===== src/hw/rtl/crcw_pkg.sv =====
`timescale 1ns / 1ps
`default_nettype none
// ---------------------------------------------------------------------------
// CRC-16 word stream checker package
// Shared widths, the CRC polynomial and the request stage record.
// ---------------------------------------------------------------------------
package crcw_pkg;

   localparam int unsigned ByteW = 8;
   localparam int unsigned CrcW  = 16;

   localparam logic [CrcW-1:0] CrcPoly = 16'h1021;

   // One registered request as it waits in the input stage.
   typedef struct packed {
      logic             valid;
      logic             last;
      logic [ByteW-1:0] data;
   } req_stage_type;

endpackage : crcw_pkg
`default_nettype wire


===== src/hw/rtl/crcw_absorb.sv =====
`timescale 1ns / 1ps
`default_nettype none
// ---------------------------------------------------------------------------
// CRC word absorb network
// XORs a 16-bit word into the CRC and applies 16 MSB-first shift steps of
// the polynomial as one XOR network.
// ---------------------------------------------------------------------------
module crcw_absorb
   import crcw_pkg::*;
(
   input  wire logic [CrcW-1:0] crc_in,
   input  wire logic [CrcW-1:0] word_in,
   output logic      [CrcW-1:0] crc_out
);

   always_comb begin
      logic [CrcW-1:0] c;
      c = crc_in ^ word_in;
      // The loop is linear in c, so synthesis flattens it into XOR terms.
      for (int k = 0; k < CrcW; k++) begin
         if (c[CrcW-1]) begin
            c = {c[CrcW-2:0], 1'b0} ^ CrcPoly;
         end else begin
            c = {c[CrcW-2:0], 1'b0};
         end
      end
      crc_out = c;
   end

endmodule : crcw_absorb
`default_nettype wire


===== src/hw/rtl/crcw_core.sv =====
`timescale 1ns / 1ps
`default_nettype none
// ---------------------------------------------------------------------------
// CRC word stream core
// Pairs bytes into little-endian words, keeps the running CRC and drives
// the result register.
// ---------------------------------------------------------------------------
module crcw_core
   import crcw_pkg::*;
(
   input  wire logic            clock,
   input  wire logic            reset,
   input  wire req_stage_type   stage_in,
   output logic                 take_out,
   output logic                 rsp_valid,
   input  wire logic            rsp_ready,
   output logic      [CrcW-1:0] rsp_crc_value
);

   logic [CrcW-1:0]  running_crc_ff, running_crc_in;
   logic [ByteW-1:0] held_low_ff, held_low_in;
   logic             have_low_ff, have_low_in;
   logic             rsp_valid_ff, rsp_valid_in;
   logic [CrcW-1:0]  rsp_crc_ff, rsp_crc_in;
   logic [CrcW-1:0]  absorbed_crc;
   logic [CrcW-1:0]  final_crc;
   logic             advance;
   logic             consume;

   crcw_absorb u_absorb (
      .crc_in  (running_crc_ff),
      .word_in ({stage_in.data, held_low_ff}),
      .crc_out (absorbed_crc)
   );

   // The result register moves whenever it is empty or being drained.
   assign advance  = !rsp_valid_ff || rsp_ready;
   assign consume  = stage_in.valid && advance;
   assign take_out = advance;

   assign final_crc = have_low_ff ? absorbed_crc : running_crc_ff;

   always_comb begin
      running_crc_in = running_crc_ff;
      held_low_in    = held_low_ff;
      have_low_in    = have_low_ff;
      if (consume) begin
         if (stage_in.last) begin
            running_crc_in = '0;
            held_low_in    = '0;
            have_low_in    = 1'b0;
         end else if (have_low_ff) begin
            running_crc_in = absorbed_crc;
            held_low_in    = '0;
            have_low_in    = 1'b0;
         end else begin
            held_low_in    = stage_in.data;
            have_low_in    = 1'b1;
         end
      end
   end

   always_comb begin
      rsp_valid_in = rsp_valid_ff;
      rsp_crc_in   = rsp_crc_ff;
      if (advance) begin
         rsp_valid_in = stage_in.valid && stage_in.last;
         rsp_crc_in   = final_crc;
      end
   end

   always_ff @(posedge clock) begin
      if (reset) begin
         running_crc_ff <= '0;
         held_low_ff    <= '0;
         have_low_ff    <= 1'b0;
         rsp_valid_ff   <= 1'b0;
      end else begin
         running_crc_ff <= running_crc_in;
         held_low_ff    <= held_low_in;
         have_low_ff    <= have_low_in;
         rsp_valid_ff   <= rsp_valid_in;
      end
   end

   always_ff @(posedge clock) begin
      rsp_crc_ff <= rsp_crc_in;
   end

   assign rsp_valid     = rsp_valid_ff;
   assign rsp_crc_value = rsp_crc_ff;

`ifndef SYNTH
   a_last_gives_result: assert property (@(posedge clock) disable iff (reset)
      consume && stage_in.last |=> rsp_valid_ff)
      else $error("last request did not produce a result");

   a_last_clears_state: assert property (@(posedge clock) disable iff (reset)
      consume && stage_in.last |=> !have_low_ff && running_crc_ff == '0)
      else $error("state not cleared after last request");

   a_reset_empty: assert property (@(posedge clock)
      reset |=> !rsp_valid_ff && !have_low_ff)
      else $error("result or held byte present after reset");
`endif

endmodule : crcw_core
`default_nettype wire


===== config.mk =====
export PLATFORM = sky130hd
export DESIGN_NAME = crcw_core
export DESIGN_NICKNAME = d
export VERILOG_FILES = /design/src/hw/rtl/crcw_pkg.sv /design/src/hw/rtl/crcw_absorb.sv /design/src/hw/rtl/crcw_core.sv
export SDC_FILE = /design/constraint.sdc
export NUM_CORES = 1
export LEC_CHECK = 0
export BUFFER_PORTS_ARGS = -buffer_cell sky130_fd_sc_hd__buf_2
export CORE_UTILIZATION = 40
export CTS_CLUSTER_DIAMETER = 100
export DETAILED_ROUTE_END_ITERATION = 8
export GPL_ROUTABILITY_DRIVEN = 0
export PLACE_DENSITY = 0.57
export SLEW_MARGIN = 5
export SYNTH_ARGS = -nofsm -noshare
export SYNTH_HDL_FRONTEND = slang
export SYNTH_SLANG_ARGS = --single-unit

===== constraint.sdc =====
create_clock -name clock -period 2.5 [get_ports clock]
set_clock_uncertainty 0.1 [all_clocks]
set_input_delay 0.125 -clock clock [delete_from_list [all_inputs] [get_ports clock]]
set_output_delay 0.125 -clock clock [all_outputs]
set_load 0.03 [all_outputs]

# Yosys cells after proc, flatten, opt, wreduce, memory -nomap -nowiden
# Cells that the tools add are included.
# op_classes
n_reduce_logical	4
n_bitwise	17
muxes	22
# op_table
op	count
two-way mux 13 bit	16
NOT 3 bit	16
two-way mux 16 bit	2
two-way mux 8 bit	2
bitwise XOR 16 bit	1
logical AND 1 bit	2
two-way mux 1 bit	2
zero test 1 bit	1
logical OR 1 bit	1
# totals
out_inout_bits	18
regBits	42
input_bits	13

# Depth between registers and ports, before layout
# depth
depth_word	35
mapped_depth	7
mapped_depth_nobuf	6

# Hierarchy
# From an unflattened synthesis, not the netlist that was laid out.
# hier_totals
hier_cells	149
hier_area_um2	2125.8
# by_module_without_submodules
module	n_inst	cells_each	area_per_inst_um2
crcw_core	1	99	1574.0
crcw_absorb	1	50	551.8

# Worst setup path after synthesis
# No wires, ideal clock.
# synth_timing
kind	register to register
startpoint	register rsp_valid_ff, in the netlist rsp_valid
endpoint	register running_crc_ff[7]
t_required_ns	2.331
slack_ns	-0.013
t_arrival_ns	2.344
setup_ns	0.069
path_stages_with_launch	6
synth_period_minus_slack_ns	2.513
cell_sequence	dfxtp_1 nand2b_1 nand2_1 nor4_1 or3b_1 o21ai_1
# synth_via
elab_chain_cells	3
# synth_rtl
item	line_no	source
start, declared	crcw_core.sv:23	logic rsp_valid_ff, rsp_valid_in;
start signal, assigned	crcw_core.sv:82	rsp_valid_ff <= rsp_valid_in;
zero test 1 bit	crcw_core.sv:37	assign advance = !rsp_valid_ff || rsp_ready;
logical OR 1 bit	crcw_core.sv:37	
net take_out	crcw_core.sv:14	output logic take_out,
logical AND 1 bit	crcw_core.sv:38	assign consume = stage_in.valid && advance;
end signal, assigned	crcw_core.sv:79	running_crc_ff <= running_crc_in;
end, declared	crcw_core.sv:20	logic [CrcW-1:0] running_crc_ff, running_crc_in;
# The timed path passes the listed nets, and every way through them passes these cells.
# A chain may end at the register's enable or synchronous reset.

# Worst setup path in the final report
# layout_timing
startpoint	register running_crc_ff[9]
endpoint	register running_crc_ff[13]
# layout_via
elab_chain_cells	10
# layout_rtl
item	line_no	source
bitwise XOR 16 bit *	crcw_absorb.sv:18	c = crc_in ^ word_in;
two-way mux 13 bit * (2 in a row)	crcw_absorb.sv:21	if (c[CrcW-1]) begin
NOT 3 bit (no line)	-	
two-way mux 13 bit * (4 in a row)	crcw_absorb.sv:21	
two-way mux 16 bit *	crcw_core.sv:52	end else if (have_low_ff) begin
two-way mux 16 bit *	crcw_core.sv:48	if (stage_in.last) begin
# Every way passes the cells marked *; elsewhere a longest branch is shown, timed or not.

==> run_results.csv <==
group,metric,value,unit
global_routing,use_met3,0.0384,
timing,setup_viol_count_final,0,
cts,cts_tree,"yes",
routing,drt-pass1-iter-count,4,
critical_path,max_stage_delay,0.55,ns
pwr,powerDensity,679,mW/mm^2
critical_path,ff2ff_path_depth,6,
cts,clkSlewWorstSetupHoldPaths,0.08,ns
critical_path,cp.required,2.57,ns
routing,detail_route.wl_per_cell,14.8,um
critical_path,cp-end-kind,"flop",
die,pin_count,31,
routing,routed-via-count,1728,
status,outcome,"finished, final reports clean",
critical_path,path_delay_family,"XOR/XNOR gates",
job,drv_cap,0,
synth,synthTopCellsByArea,"dfxtp_1 (22%), edfxtp_1 (21%), xnor2_1 (12%)",
die,start_util,0.418,
timing,min_period,2.38,ns
synth,async_flop_share,0,
layout,layout-drive-gt1-share,0.211,
synth,yosysTopAreaCellShare,0.224,
synth,yosys_most_used_dff,"dfxtp_1",
timing,worst_pin_slew,0.695,ns
placed_design,dp_slack,0.125,ns
pwr,ir_worst_vdd,294,uV
global_routing,grt_max_degree,25,
die,fp-row-count,27,
cts,cts_max_level,2,
global_routing,grt_usage,0.181,
routing,vias_per_cell,4.98,
placed_design,dp_hpwl,3790,um
synth,ys_seq_elements,42,
hold_path,min_path_cells,3,
synth,synth_fp_nets,244,
pwr,power.total,0.00187,W
layout,insertedDiodeCount,0,
global_routing,grtUsageMet2,0.285,
global_routing,grt-ovfl-total,0,
critical_path,cp_slowest_cell,"xnor3_1",
global_routing,first_global_vias,1630,
cts,clockBufferDepth,2,
die,die_y,78.3,um
critical_path,worst-path-buf-inv,0,
die,dieArea,0.00613,sq mm
synth,syn_inst,231,
synth,yosysWarningCount,0,
critical_path,arrival,2.45,ns
critical_path,critPathMaxFanout,4,
global_routing,antenna_found_initial,0,
pwr,power_leakage,1.16,nW
cts,insertion_delay,0.30,ns
timing,rsz0062_at_grt,"false",
placed_design,io_buffers,30,
timing,setup-tns-final,0,ns
global_routing,groute.layer.met1.usage,0.244,
layout,final_nets,287,
timing,fin_crit_sh,0.952,
cts,cts_buffers,5,
critical_path,path_common_cell,"mux2i_1",
timing,setup_ws,0.119,ns
synth,syn_area,0.00233,sq mm
routing,routed_wl,5120,um
routing,drt_iter0_markers,72,
critical_path,cp-start-kind,"flop",
routing,final_antenna_net_count,0,
die,coreArea,0.00557,sq mm
routing,drc,0,
synth,yosys.area.top_type,"dfxtp_1",
synth,synth_edf_count,16,
synth,synthDistinctLibCells,35,
synth,syn_area_per_cell,10.1,sq um
cts,cts_setup_buffers,0,
die,die_x,78.3,um
layout,syn2layout_area_growth,18.1,%
cts,cts_root_buf,"clkbuf_8",
critical_path,cp.depth,6,
hold_path,hold_class,"in2reg",
timing,drv_slew,0,
cts,cts_sinks,42,
global_routing,grt_most_used_layer,"met2",
timing,slew_headroom,0.535,
synth,ys_seq_area_frac,0.430,
critical_path,worstPathCellList,"xor2_1 > xnor3_1 > xnor2_2 > mux2i_1 > mux2i_1 > a21oi_1",
timing,hold_viol_final,0,
timing,fmax,420,MHz
layout,fillCellCount,551,
layout,fin_util,0.493,
global_routing,grt_pass1_wl,8270,um
critical_path,path_class,"reg2reg",
-- area by class of cell --
cell class	count	area [sq um]	share of cell area
multi-input combinational	173	1270	0.461
sequential	42	1000	0.364
timing repair buffer	48	293	0.106
tap	72	90.1	0.0328
clock buffer	6	72.6	0.0264
inverter	4	15.0	0.00546
clock inverter	2	10.0	0.00364
-- tightest hold or removal path: stages --
cell and delay [ns]:
buf_2 0.13, nand3_1 0.06, a21oi_1 0.06
-- cell usage after synthesis (2+ instances only) --
cell type and number:
xnor2_1 33, dfxtp_1 26, a21oi_1 25, nand2_1 22, nor2_1 20, edfxtp_1 16
xor2_1 10, clkbuf_1 9, nand3_1 8, xnor3_1 8, nor2b_1 6, nor3_1 5
a31oi_1 4, inv_1 4, a22o_1 3, mux2i_1 3, or4_1 3, xnor2_2 3
and2_1 2, buf_1 2, nand2b_1 2, o21ai_0 2, o21ai_1 2, or3b_1 2
-- metrics by stage --
stage | cell area, sq um | instances | hold WS, ns
5_1_grt | 2750 | 347 | 0.0212
6_report | 2750 | 347 | 0.00985
3_5_place_dp | 2640 | 336 | 0.303
2_1_floorplan | 2330 | 231 | 0.174
3_3_place_gp | 2640 | 336 | 0.305
4_1_cts | 2750 | 347 | 0.00625
-- repair_timing --
item | in CTS | in global routing
resized for setup | 0 | 0
endpoints found under the setup margin | 0 | 0
endpoints found under the hold margin | 3 | 0
hold buffers | 3 | 0
-- cells in the final DEF (no fill, tap or decap), types with 2 or more instances in the layout --
master | synthesis | layout
xnor2_1 | 33 | 33
buf_2 | 1 | 30
dfxtp_1 | 26 | 26
a21oi_1 | 25 | 25
nand2_1 | 22 | 22
nor2_1 | 20 | 20
edfxtp_1 | 16 | 16
buf_4 | 0 | 15
xor2_1 | 10 | 10
xnor3_1 | 8 | 8
nand3_1 | 8 | 8
nor2b_1 | 6 | 6
nor3_1 | 5 | 5
clkbuf_8 | 0 | 5
inv_1 | 4 | 4
a31oi_1 | 4 | 4
xnor2_2 | 3 | 3
mux2i_1 | 3 | 3
or4_1 | 3 | 3
a22o_1 | 3 | 3
dlygate4sd3_1 | 0 | 3
and2_1 | 2 | 2
o21ai_0 | 2 | 2
o21ai_1 | 2 | 2
or3b_1 | 2 | 2
clkinv_2 | 0 | 2
-- worst paths after layout --
| kind | start | end | slack (ns) |
|---|---|---|---|
| worst max register to register | running_crc_ff[9]$_SDFFE_PP0P_ | running_crc_ff[13]$_SDFFE_PP0P_ | 0.12 |
| worst min-delay path | stage_in[0] | held_low_ff[0]$_SDFFE_PP0P_ | 0.01 |
| worst min register to register | held_low_ff[4]$_SDFFE_PP0P_ | held_low_ff[4]$_SDFFE_PP0P_ | 0.37 |
| worst max-delay path | running_crc_ff[9]$_SDFFE_PP0P_ | running_crc_ff[13]$_SDFFE_PP0P_ | 0.12 |
-- power by group --
group	total, W	internal, W	switching, W
clock network	0.000429	0.000194	0.000236
logic	0.000638	0.000288	0.000350
registers	0.000799	0.000772	0.0000264
total	0.00187	0.00125	0.000612
-- logic make-up (layout without fill, tap and decap cells) --
family | Yosys count | count (layout) | share of synthesized area
flip-flops | 42 | 42 | 0.430
buffers and inverters | 16 | 60 | 0.0263
AND/OR/NAND/NOR | 74 | 74 | 0.151
multiplexers | 4 | 4 | 0.0177
AO/OA/AOI/OAI | 39 | 39 | 0.0940
XOR/XNOR | 56 | 56 | 0.281
-- registers in the layout, indices dropped and copies added, names as in the netlist --
name and count:
running_crc_ff 16, rsp_valid 1, have_low_ff 1, held_low_ff 8, rsp_crc_value 16
-- metal layers --
metal  vias up  part of all wire
li1        870                 -
met1       813              0.47
met2        40              0.46
met3         5             0.054
met4         0             0.013
met5         -                 0
No activity file was read; power rests on OpenSTA's default activity.
